===== config.mk =====
export PLATFORM = sky130hd
export DESIGN_NAME = pcah_ctrl
export DESIGN_NICKNAME = d
export VERILOG_FILES = /design/src/hw/rtl/point_cloud_axis_histogram_defines.svh /design/src/hw/rtl/pcah_pkg.sv /design/src/hw/rtl/pcah_ctrl.sv
export SDC_FILE = /design/constraint.sdc
export NUM_CORES = 1
export LEC_CHECK = 0
export BUFFER_PORTS_ARGS = -buffer_cell sky130_fd_sc_hd__buf_2
export CORE_AREA = 2 2 39 41
export CTS_BUF_LIST = sky130_fd_sc_hd__clkbuf_2 sky130_fd_sc_hd__clkbuf_4 sky130_fd_sc_hd__clkbuf_8
export DETAILED_ROUTE_END_ITERATION = 7
export DIE_AREA = 0 0 41 43
export SYNTH_ARGS = -nofsm -noshare
export SYNTH_HDL_FRONTEND = slang
export SYNTH_SLANG_ARGS = --single-unit

===== constraint.sdc =====
create_clock -name clock -period 1.5 [get_ports clock]
set_clock_uncertainty 0.2 [all_clocks]
set_input_delay 0.075 -clock clock [delete_from_list [all_inputs] [get_ports clock]]
set_output_delay 0.075 -clock clock [all_outputs]
set_load 0.01 [all_outputs]

===== src/hw/rtl/point_cloud_axis_histogram_defines.svh =====
// assertion macros for the point cloud axis histogram
// used by the top level; no other dependencies
`ifndef POINT_CLOUD_AXIS_HISTOGRAM_DEFINES_SVH
`define POINT_CLOUD_AXIS_HISTOGRAM_DEFINES_SVH
`ifndef SYNTHESIS
`define PCAH_ASSERT_SAME(lbl, clk, rst, ante, cons) \
   lbl: assert property (@(posedge clk) disable iff (rst) (ante) |-> (cons)) \
      else $error("assertion failed");
`define PCAH_ASSERT_NEXT(lbl, clk, rst, ante, cons) \
   lbl: assert property (@(posedge clk) disable iff (rst) (ante) |=> (cons)) \
      else $error("assertion failed");
`else
`define PCAH_ASSERT_SAME(lbl, clk, rst, ante, cons)
`define PCAH_ASSERT_NEXT(lbl, clk, rst, ante, cons)
`endif
`endif


===== src/hw/rtl/pcah_pkg.sv =====
// shared types and constants for the point cloud axis histogram
// no dependencies
`timescale 1ns / 1ps
package pcah_pkg;

   localparam int COORD_W = 16;
   localparam int COUNT_W = 20;
   localparam int BIN_W = 6;
   localparam int STORE_W = 3 * COORD_W + 1;
   localparam logic [COUNT_W-1:0] COUNT_CAP = 20'hFFFFF;
   localparam logic signed [COORD_W-1:0] COORD_MAX = 16'sh7FFF;
   localparam logic signed [COORD_W-1:0] COORD_MIN = -16'sh8000;

   typedef struct packed {
      logic signed [COORD_W-1:0] pos_x;
      logic signed [COORD_W-1:0] pos_y;
      logic signed [COORD_W-1:0] pos_z;
      logic point_valid;
      logic frame_end;
   } req_type;

   typedef struct packed {
      logic [BIN_W-1:0] bin_number;
      logic [COUNT_W-1:0] count_x;
      logic [COUNT_W-1:0] count_y;
      logic [COUNT_W-1:0] count_z;
      logic [COUNT_W-1:0] peak_z;
      logic points_dropped;
      logic last_bin;
   } rsp_type;

   typedef struct packed {
      logic accept;
      logic ctr_clr;
      logic clear_wr;
      logic fetch;
      logic div_load;
      logic div_step;
      logic cnt_rd;
      logic cnt_wr;
      logic emit_rd;
      logic frame_done;
   } cmd_type;

   typedef struct packed {
      logic ctr_last;
      logic idx_last;
      logic store_empty;
      logic div_last;
   } status_type;

endpackage


===== src/hw/rtl/pcah_ctrl.sv =====
// sequencer for load, clear, binning and result passes
// depends on pcah_pkg
`timescale 1ns / 1ps
module pcah_ctrl (
   input  logic                clock,
   input  logic                reset,
   input  logic                start,
   input  logic                frame_end,
   input  pcah_pkg::status_type status,
   output pcah_pkg::cmd_type    cmd,
   output logic                busy
);

   typedef enum logic [3:0] {
      S_LOAD, S_CLEAR, S_FETCH, S_DLOAD, S_DIV, S_CRD, S_CWR, S_EMIT, S_FINISH
   } state_type;

   state_type state_ff, state_in;
   logic busy_ff;

   always_comb begin
      cmd = '0;
      state_in = state_ff;
      unique case (state_ff)
         S_LOAD: begin
            if (start && !busy_ff) begin
               cmd.accept = 1'b1;
               if (frame_end) begin
                  cmd.ctr_clr = 1'b1;
                  state_in = S_CLEAR;
               end
            end
         end
         S_CLEAR: begin
            cmd.clear_wr = 1'b1;
            if (status.ctr_last) begin
               cmd.ctr_clr = 1'b1;
               state_in = status.store_empty ? S_EMIT : S_FETCH;
            end
         end
         S_FETCH: begin
            cmd.fetch = 1'b1;
            state_in = S_DLOAD;
         end
         S_DLOAD: begin
            cmd.div_load = 1'b1;
            state_in = S_DIV;
         end
         S_DIV: begin
            cmd.div_step = 1'b1;
            if (status.div_last) begin
               state_in = S_CRD;
            end
         end
         S_CRD: begin
            cmd.cnt_rd = 1'b1;
            state_in = S_CWR;
         end
         S_CWR: begin
            cmd.cnt_wr = 1'b1;
            if (status.idx_last) begin
               cmd.ctr_clr = 1'b1;
               state_in = S_EMIT;
            end else begin
               state_in = S_FETCH;
            end
         end
         S_EMIT: begin
            cmd.emit_rd = 1'b1;
            if (status.ctr_last) begin
               state_in = S_FINISH;
            end
         end
         S_FINISH: begin
            cmd.frame_done = 1'b1;
            state_in = S_LOAD;
         end
         default: begin
            state_in = S_LOAD;
         end
      endcase
   end

   always_ff @(posedge clock) begin
      if (reset) begin
         state_ff <= S_LOAD;
         busy_ff <= 1'b0;
      end else begin
         state_ff <= state_in;
         busy_ff <= (state_in != S_LOAD);
      end
   end

   assign busy = busy_ff;

endmodule


After elaboration in Yosys (flattened, before gate mapping)
Index checks and enable logic that the tools add are counted.
{"block": "word_totals", "inputBits": 8, "elab_cells": 36, "register_bits": 5, "out_inout_bits": 11}
{"block": "op_classes", "mux": 22, "n_eq_ne": 8, "reduce_logical": 4}
{"operator": "one-hot mux 4 bit (8 select lines)", "n": 1}
{"operator": "2-to-1 mux 4 bit", "n": 5}
{"operator": "== test 4 x 3 -> 1 bit (second input constant)", "n": 4}
{"operator": "2-to-1 mux 1 bit", "n": 12}
{"operator": "== test 4 x 2 -> 1 bit (second input constant)", "n": 2}
{"operator": "2-to-1 mux 3 bit", "n": 2}
{"operator": "== test 4 x 1 -> 1 bit (second input constant)", "n": 1}
{"operator": "== test 4 bit (second input constant)", "n": 1}
{"operator": "zero test 4 bit", "n": 1}
{"operator": "nonzero test 4 bit", "n": 1}
{"operator": "one-hot mux 1 bit (3 select lines)", "n": 1}
{"operator": "2-to-1 mux 2 bit", "n": 1}
{"operator": "logical AND 1 bit", "n": 1}
{"operator": "zero test 1 bit", "n": 1}

Logic depth before layout (Yosys ltp)
Gate-level depths: netlist of run 1.
{"block": "depth", "ltp_word": 5, "depth_mapped": 6, "ltp_nobuf": 5}

Worst setup path before layout of run 1
No wires, ideal clock.
{"block": "synth_path", "path_kind": "reg-to-reg", "from": "register state_ff[3]", "to": "register busy_ff (netlist: busy)", "stages_incl_launch_ff": 7, "slack_ps": -84, "setup_time_ps": 127, "required_time_ps": 1173, "t_arrival_ps": 1257, "n_path_buf": 1, "period_less_slack_ps": 1584, "cell_sequence": "dfxtp_1 buf_4 or2b_2 inv_2 a31oi_1 a31oi_2 or3_1"}
{"block": "synth_via", "elab_chain_cells": 4, "word_cells_on_any_way": 15, "classes_between": "eq/ne (7); mux (6); reduce/logical (2)"}
{"element": "from (decl)", "line_no": "pcah_ctrl.sv:18", "source": "state_type state_ff, state_in;"}
{"element": "from (signal assigned)", "line_no": "pcah_ctrl.sv:89", "source": "state_ff <= state_in;"}
{"element": "2-to-1 mux 4 bit", "line_no": "pcah_ctrl.sv:28", "source": "if (frame_end) begin"}
{"element": "2-to-1 mux 4 bit", "line_no": "pcah_ctrl.sv:26", "source": "if (start && !busy_ff) begin"}
{"element": "one-hot mux 4 bit (8 select lines) *", "line_no": "pcah_ctrl.sv:24", "source": "unique case (state_ff)"}
{"element": "nonzero test 4 bit *", "line_no": "pcah_ctrl.sv:90", "source": "busy_ff <= (state_in != S_LOAD);"}
{"element": "to (signal assigned)", "line_no": "pcah_ctrl.sv:90"}
{"element": "to (decl)", "line_no": "pcah_ctrl.sv:19", "source": "logic busy_ff;"}
Mark *: on every way between the ends. The rest lies on a longest branch, timed or not.
A chain may end at the register's enable or synchronous reset.

==> run_results.csv, run 1 <==
group,metric,value,unit
place,detailed_place.area,595.6,µm²
yosys,syn_area_per_cell,7.901,µm²
power_and_ir_drop,ir_drop,0.6550,mV
timing,post-route-period-util,115.2,%
min_path,hold_startpoint,"status[0]",
critical_path,timing.critical_path.from_type,"flop",
timing,worst-slew-pin-transition,0.2750,ns
timing,report.final.hold_viol_count,0,
die,rows,14,
timing,timing.final.ws_setup,-0.2284,ns
place,post-place-cells,96,
die,io_pins,19,
yosys,synth.largest_area_cell,"dfxtp_1",
critical_path,crit_path_start,"state_ff[0]$_SDFF_PP0_",
clock_tree,cts.reportedPaths.clkPinSlew,0.04,ns
layout,final_util,56.15,%
job,maxCapViolCount,0,
die,start_util,30.83,%
layout,post_route_cells_drive_above_1_share,64.84,%
min_path,worst_hold_path.endpoint,"state_ff[0]$_SDFF_PP0_",
global_route,global_route.usage.total,18.09,%
critical_path,worst_r2r_startpoint,"state_ff[0]$_SDFF_PP0_",
place,port-buffer-count,18,
route,antenna_violating_nets_post_route,0,
timing,timing.slew.headroom,81.50,%
critical_path,arrival,1.45,ns
critical_path,worst_ep_required_time,1.22,ns
route,route.detailed.wl_per_inst,13.72,µm
yosys,synth_fp_nets,62,
clock_tree,clk-insertion-delay-late,0.24,ns
critical_path,worstRegToRegCells,6,
timing,final_period_minus_worst_setup_slack,1.728,ns
layout,stdcell_count,107,
power_and_ir_drop,power-per-cell-area,1126,nW/µm²
global_route,number_of_antenna_violations_at_the_first_check_in_global_routing,0,
die,core-area,1384,µm²
clock_tree,tritoncts.num_buffers,3,
yosys,synth_sequential_area_ratio,23.46,%
yosys,synthDominantCellAreaShare,23.46,%
route,post_drt_via_cell_ratio,5.000,
power_and_ir_drop,leakagePower,0.3947,nW
timing,setup_viol,5,
clock_tree,clock_root_buffer,"clkbuf_4",
timing,grt_setup_unrepaired,"yes",
route,drt-initial-drc-count,19,
timing,sum_neg_setup_slack,-0.4756,ns
clock_tree,cts_tree,"yes",
critical_path,critPathCaptureType,"output port",
clock_tree,clk_path_buf_depth,2,
critical_path,ff2ff_setup_slack,-0.14,ns
timing,timing_max_transition_violations_final,0,
yosys,synthTopCellsByArea,"dfxtp_1 23%, nor2_1 8.8%, buf_6 7.9%",
layout,nFillCells,143,
die,floorplan.die_area,1763,µm²
yosys,synth_area,426.7,µm²
min_path,hold-path-cell-count,3,
yosys,ys.warnings.count,0,
clock_tree,ctsHtreeMaxLevel,1,
yosys,ys_ff_latch,5,
global_route,grt_first_pass_wirelength,2152,µm
die,die_height,43,µm
critical_path,timing.rr.end,"busy$_SDFF_PP0_",
min_path,min_path_type,"in2reg",
layout,final_design_area_no_fill,777.0,µm²
place,half_perimeter_wire_length_after_detailed_placement,982.1,µm
die,die_w,41,µm
place,finalWeightedCongestion,0.8392,
power_and_ir_drop,total_power,0.8745,mW
global_route,first_global_vias,529,
layout,antenna-diode-count,0,
route,detailedRoute.firstPassIterationCount,4,
global_route,grt_overflow,0,
layout,syn2layout_area_growth,82.11,%
layout,nets,100,
clock_tree,cts_sink_cnt,5,
route,detailroute.via_count,535,
yosys,synth_cells,54,
critical_path,cp_max_fo,3,
outcome,outcome,"complete, but fails checks",
global_route,grt_start_max_net_pins,9,
route,drt_drc_violations_left,0,
outcome,failed_checks,"negative setup slack",
route,totalWireLength,1468,µm
critical_path,worst-setup-path-type,"reg2out",
timing,max_fclk,0.5786,GHz
yosys,synth.lib_cells_used.distinct,26,
==> final cells by class <==
class                      instances  area [µm²]  area share [%]
clock buffer                       4       30.03           3.865
inverter                           4       15.01           1.932
multi-input combinational         41       332.8           42.83
sequential                         5       110.1           14.17
tap                               16       20.02           2.576
timing repair buffer              37       269.0           34.62
==> cell usage in the layout, fill, tap and decap left out, types with 3 or more instances in the layout <==
cell type / Yosys / final
clkbuf_4: 0 / 4
nor3_2: 0 / 3
dlygate4sd3_1: 0 / 3
buf_6: 3 / 7
buf_2: 0 / 17
inv_1: 3 / 3
buf_4: 1 / 10
nor2_1: 10 / 7
==> synth_stat cells, drive strengths merged <==
library cell and number:
a2111oi 1, a211o 1, a211oi 1, a21o 1, a21oi 2, a31oi 3, and4b 1, buf 4
dfxtp 5, inv 4, nand2 3, nand2b 2, nor2 10, nor2b 1, nor3 4, nor4 1
nor4b 1, o21ai 4, o32a 1, or2 1, or2b 2, or3 1
==> per-layer routing <==
metal | global-route usage, % | wire, µm
met3 | 1.571 | 61
met5 | 0 | 0
met1 | 20.97 | 557
met2 | 31.25 | 835
met4 | 8.000 | 14
==> worst max-delay path, cell delays in order (launching register included) <==
cell,delay (ns)
dfxtp_2,0.34
buf_6,0.11
nand2b_4,0.06
buf_6,0.12
o32a_1,0.30
o21ai_1,0.14
buf_2,0.14
==> through the flow <==
| stage | setup slack, ns | hold slack, ns |
|---|---|---|
| floorplan | -0.07422 | -0.04634 |
| global placement | -0.1644 | 0.1078 |
| detailed placement | -0.1831 | 0.1058 |
| CTS | -0.2170 | 0.004971 |
| global route | -0.2865 | 0.04125 |
| finish | -0.2284 | 0.01146 |
==> worst max-delay path by stage <==
stage,slack (ns),cells after the start,end
final,-0.23,6,cmd[8]
after global routing,-0.29,6,cmd[8]
after CTS,-0.22,6,cmd[8]
after detailed placement,-0.18,4,busy$_SDFF_PP0_
after global placement,-0.16,4,busy$_SDFF_PP0_
after floorplan,-0.07,6,busy$_SDFF_PP0_
==> sequential cells by signal (all words and copies together), names as in the netlist <==
signal / cells
state_ff: 4
busy: 1
==> logic make-up after synthesis <==
group                  Yosys count  share of synthesized area [%]
and+or+nand+nor                 27                          35.78
buffers and inverters            8                          13.20
DFF                              5                          23.46
AOI/OAI and AO/OA               14                          27.57
==> power breakdown <==
part           switching, mW  total [mW]  leakage [nW]  internal (mW)
sequential            0.0262       0.196        0.0433          0.170
combinational          0.242       0.508         0.333          0.266
clock                 0.0521       0.170        0.0184          0.118
total                  0.320       0.875         0.395          0.554
==> repair_timing <==
item / CTS / global route
hold endpoints to repair: 2 / 0
pin swaps: 6 / 3
hold buffers: 3 / 0
endpoints found under the setup margin: 11 / 12
gates resized for setup: 16 / 11
buffers inserted: 1 / 3
No activity file was read; power rests on OpenSTA's default activity.
==> run 2: changes to the inputs <==
- CORE_AREA: 2 2 39 41 -> 4 4 41 43
- CTS_CLUSTER_DIAMETER: not set -> 50
- DIE_AREA: 0 0 41 43 -> 0 0 45 47
==> run 2 against run 1 <==
Effect of this change:
- the flow still finishes with violations (negative setup slack)
- first-iteration DRC count fell by 74%
- clock power grew 9%
- power up 11%
- final cell count grew 4.7%
- count of clock-buffer cells in the layout unchanged
- fmax up 3.0%
- sequential cell count is the same
- critical endpoint unchanged
- largest power group unchanged
- highest routed layer unchanged
==> run_results.csv, run 2 (synthesis gave the netlist of run 1 again) <==
group,metric,value,unit
outcome,outcome,"complete, but fails checks",
outcome,failed_checks,"negative setup slack",
global_route,grt_first_pass_wirelength,2553,µm
power_and_ir_drop,gate_power_share,60.2,%
global_route,first_global_vias,550,
min_path,min_path_type,"in2reg",
critical_path,worst_ep_required_time,1.22,ns
layout,most-common-layout-cells,"15 x buf_2, 13 x buf_4, 12 x buf_6, 6 x nor2_1, 4 x clkbuf_4",
timing,max_fclk,0.5958,GHz
route,antenna_violating_nets_post_route,0,
die,start_util,32.79,%
timing,setup_viol,9,
route,detailedRoute.firstPassIterationCount,4,
clock_tree,clk_path_buf_depth,2,
clock_tree,clock_root_buffer,"clkbuf_4",
die,die_height,47,µm
clock_tree,tritoncts.num_buffers,3,
timing,timing.slew.headroom,80.54,%
timing,timing.final.ws_setup,-0.1785,ns
job,maxCapViolCount,0,
clock_tree,cts.reportedPaths.clkPinSlew,0.05,ns
power_and_ir_drop,cellInternalPower,0.6095,mW
place,finalWeightedCongestion,0.8776,
place,half_perimeter_wire_length_after_detailed_placement,963.8,µm
timing,report.final.hold_viol_count,0,
place,detailedPlace.worstSlack,-0.1961,ns
timing,worst-slew-pin-transition,0.2920,ns
timing,post-route-period-util,111.9,%
power_and_ir_drop,power-per-cell-area,1139,nW/µm²
layout,largest_register_ffs,4,
power_and_ir_drop,ir_drop,0.6644,mV
die,core-area,1301,µm²
layout,nets,106,
route,detailroute.via_count,557,
layout,post_route_cells_drive_above_1_share,68.04,%
route,totalWireLength,1663,µm
power_and_ir_drop,power_frac_clock,19.2,%
route,post_drt_via_cell_ratio,4.973,
place,detailed_place.area,601.8,µm²
place,port-buffer-count,18,
route,drt-initial-drc-count,5,
layout,final_design_area_no_fill,848.3,µm²
clock_tree,clk-insertion-delay-late,0.25,ns
route,route.detailed.wl_per_inst,14.85,µm
layout,syn2layout_area_growth,98.83,%
layout,regMostFlops,"state_ff",
clock_tree,cts_sink_cnt,5,
timing,timing_max_transition_violations_final,0,
die,rows,13,
critical_path,cp_max_fo,5,
die,floorplan.die_area,2115,µm²
critical_path,arrival,1.40,ns
power_and_ir_drop,share_seq_of_total_power,20.6,%
global_route,number_of_antenna_violations_at_the_first_check_in_global_routing,0,
timing,final_period_minus_worst_setup_slack,1.678,ns
global_route,grt_overflow,0,
critical_path,timing.critical_path.from_type,"flop",
power_and_ir_drop,leakagePower,0.4322,nW
die,io_pins,19,
power_and_ir_drop,power.switching,0.3571,mW
route,drt_drc_violations_left,0,
critical_path,worst-setup-path-type,"reg2out",
global_route,global_route.usage.total,16.97,%
clock_tree,cts_tree,"yes",
layout,antenna-diode-count,0,
critical_path,critPathCaptureType,"output port",
power_and_ir_drop,sw_share,36.95,%
timing,sum_neg_setup_slack,-0.5590,ns
clock_tree,ctsHtreeMaxLevel,1,
timing,grt_setup_unrepaired,"yes",
layout,layout.cells.most_common,"buf_2",
global_route,grt_start_max_net_pins,8,
die,die_w,45,µm
[run 2: changes by cell type in the layout (fill, tap and decap cells not counted)]
cell,delta
buf_2,-2
buf_4,+3
buf_6,+5
nor2_1,-1
nor2_2,-1
nor2_4,+2
nor4b_2,+1
nor4b_4,-1
[run 2: critical path, stage by stage, from the launching register on]
cell and delay (ns):
dfxtp_4 0.35, or2b_4 0.25, buf_6 0.13, o32a_1 0.17, o21ai_1 0.12, buf_2 0.14
[run 2: through the flow]
| stage | util [%] | hold WS, ns | total power, mW | std cells |
|---|---|---|---|---|
| global route | 65.19 | 0.04220 | 1.032 | 112 |
| CTS | 60.48 | 0.005003 | 0.8764 | 110 |
| global placement | 46.25 | 0.08498 | 0.5896 | 96 |
| floorplan | - | -0.04634 | 0.4473 | 54 |
| detailed placement | 46.25 | 0.09429 | 0.5892 | 96 |
| finish | 65.19 | 0.01208 | 0.9666 | 112 |
[run 2: power by group through the flow]
stage	Clock [mW]	Sequential, mW	Combinational, mW
floorplan	0	0.192	0.255
global placement	0	0.204	0.385
detailed placement	0	0.203	0.386
CTS	0.186	0.196	0.494
global route	0.206	0.204	0.622
finish	0.186	0.199	0.582
[run 2: worst paths after layout]
check	end	depth (start not counted)	start	slack [ns]
worst max-delay path	cmd[8]	5	state_ff[0]$_SDFF_PP0_	-0.18
worst min-delay path	state_ff[0]$_SDFF_PP0_	3	status[0]	0.01
worst max register to register	busy$_SDFF_PP0_	6	state_ff[0]$_SDFF_PP0_	-0.12
worst min register to register	state_ff[1]$_SDFF_PP0_	3	state_ff[0]$_SDFF_PP0_	0.49
[run 2: repair_timing]
action	4_1_cts	5_1_grt
pin swaps	5	6
cloned	0	0
buffers inserted	7	2
endpoints found under the hold margin	2	0
hold buffers	3	0
gates resized for setup	22	12
endpoints found under the setup margin	13	12
[run 2: metal layers]
metal / vias up / part of all wire, % / track usage [%]
met5: - / 0 / 0
met4: 0 / 0.66 / 5.848
met3: 2 / 5.1 / 3.448
met2: 18 / 54 / 31.64
met1: 259 / 40 / 19.05
li1: 278 / - / -
[run 2: layout make-up]
cell class | count | area (µm²)
Fill cell | 115 | 452.9
Tap cell | 15 | 18.77
Sequential cell | 5 | 110.1
Multi-Input combinational cell | 41 | 336.6
Inverter | 4 | 15.01
Timing Repair Buffer | 43 | 337.8
Clock buffer | 4 | 30.03
==> run 3: changes to the inputs <==
- clock period: 1.5 -> 1.7 ns (I/O delays scaled with it)
==> run 3 against run 2 <==
Effect of this change:
- the flow now finishes without violations
- critical path depth rose by 2
- first-iteration DRC count rose to 4.0 times the previous value
- sequential power fell by 7%
- worst hold slack improved by 0.0042 ns
- largest cell class is now multi-input gates
- largest power group unchanged
==> run_results.csv, run 3 (synthesis gave the netlist of run 1 again) <==
group,metric,value,unit
clock_tree,clk_path_buf_depth,2,
critical_path,critical_path.slowest_cell,"dlygate4sd3_1",
timing,timing_max_transition_violations_final,0,
timing,final_period_minus_worst_setup_slack,1.656,ns
timing,max_fclk,0.6037,GHz
place,detailed_place.area,554.3,µm²
route,route.detailed.wl_per_inst,13.47,µm
critical_path,critPathCaptureType,"flop",
layout,post_route_cells_drive_above_1_share,51.16,%
die,die_w,45,µm
clock_tree,clk-insertion-delay-late,0.26,ns
min_path,min_path_type,"in2reg",
layout,most-common-layout-cells,"18 x buf_2, 10 x nor2_1, 9 x buf_4, 4 x nor3_1, 4 x clkbuf_4",
timing,sum_neg_setup_slack,0,ns
die,start_util,32.79,%
timing,timing.final.ws_setup,0.04358,ns
die,rows,13,
global_route,grt_overflow,0,
layout,syn2layout_area_growth,54.84,%
layout,antenna-diode-count,0,
critical_path,timing.critical_path.from_type,"input pin",
route,post_drt_via_cell_ratio,5.337,
critical_path,cp_top_family,"buffers and inverters",
critical_path,crit_path_max_incr_delay,0.53,ns
place,half_perimeter_wire_length_after_detailed_placement,910.8,µm
route,drt_drc_violations_left,0,
critical_path,critical_path.n_buffers_inverters,2,
global_route,number_of_antenna_violations_at_the_first_check_in_global_routing,0,
timing,setup_viol,0,
route,drt-initial-drc-count,20,
die,io_pins,19,
timing,report.final.hold_viol_count,0,
layout,largest_register_ffs,4,
die,floorplan.die_area,2115,µm²
timing,worst-slew-pin-transition,0.2729,ns
critical_path,cp_cell_sequence,"dlygate4sd3_1, buf_2, or2_4, a21o_2, nor2_1, a211o_1, or3_1",
timing,timing.slew.headroom,81.80,%
critical_path,arrival,1.60,ns
clock_tree,cts_sink_cnt,5,
critical_path,worst-setup-path-type,"in2reg",
global_route,grt_first_pass_wirelength,2180,µm
power_and_ir_drop,ir_drop,0.5519,mV
layout,nFillCells,138,
layout,regMostFlops,"state_ff",
route,totalWireLength,1360,µm
die,core-area,1301,µm²
timing,finalHoldWorstSlack,0.01633,ns
route,detailroute.via_count,539,
timing,post-route-period-util,97.44,%
clock_tree,cts_tree,"yes",
clock_tree,cts.reportedPaths.clkPinSlew,0.06,ns
clock_tree,tritoncts.num_buffers,3,
route,detailedRoute.firstPassIterationCount,4,
clock_tree,clock_root_buffer,"clkbuf_4",
layout,layout.cells.most_common,"buf_2",
global_route,first_global_vias,488,
clock_tree,ctsHtreeMaxLevel,1,
job,maxCapViolCount,0,
global_route,global_route.usage.total,14.68,%
die,die_height,47,µm
layout,nets,95,
outcome,outcome,"completed",
place,detailedPlace.worstSlack,-0.01541,ns
critical_path,cp_max_fo,3,
place,finalWeightedCongestion,0.8859,
route,antenna_violating_nets_post_route,0,
power_and_ir_drop,power-per-cell-area,1054,nW/µm²
layout,final_design_area_no_fill,660.6,µm²
place,port-buffer-count,18,
power_and_ir_drop,leakagePower,0.3308,nW
global_route,grt_start_max_net_pins,10,
critical_path,worst_ep_required_time,1.64,ns
run 3: cell type report:
cell class                 instances  area (µm²)  area share, %
multi-input combinational         41       275.3          41.67
clock buffer                       4       30.03          4.545
timing repair buffer              32       210.2          31.82
sequential                         5       111.4          16.86
tap                               15       18.77          2.841
inverter                           4       15.01          2.273
run 3: stage by stage:
step	utilization, %	total power, mW	instances
6_report	50.77	0.6964	101
2_1_floorplan	-	0.3855	54
3_5_place_dp	42.60	0.4809	91
4_1_cts	48.27	0.6671	98
5_1_grt	50.77	0.7405	101
3_3_place_gp	42.60	0.4835	91
run 3: metal layers:
metal	track usage, %	share of wire [%]	up-vias
met5	0	0	-
li1	-	-	254
met2	22.88	50	25
met4	12.28	3.1	0
met3	2.682	7.4	4
met1	17.46	39	256
run 3: worst paths after layout:
kind                                               end  cells past startpoint              startpoint  slack (ns)
worst max-delay path                   busy$_SDFF_PP0_                      7                   reset        0.04
worst min-delay path            state_ff[0]$_SDFF_PP0_                      3               status[0]        0.02
worst max register to register         busy$_SDFF_PP0_                      5  state_ff[3]$_SDFF_PP0_        0.08
worst min register to register  state_ff[1]$_SDFF_PP0_                      2  state_ff[0]$_SDFF_PP0_        0.36
run 3: timing repair:
item                       4_1_cts  5_1_grt
setup buffers                    0        3
pin swaps                        0        1
gates resized for setup          8        3
hold endpoints to repair         3        0
hold buffers                     3        0
setup endpoints to repair        6        3
run 3: report_power, final:
group	internal, mW	switching (mW)
registers	0.152	0.0340
clock network	0.106	0.0632
logic	0.180	0.161
run 3: worst reg2reg max path, cell delays in order, from the launching register on:
cell and delay [ns]:
dfxtp_1 0.42, or2_4 0.16, a21o_2 0.10, nor2_1 0.04, a211o_1 0.29, or3_1 0.30
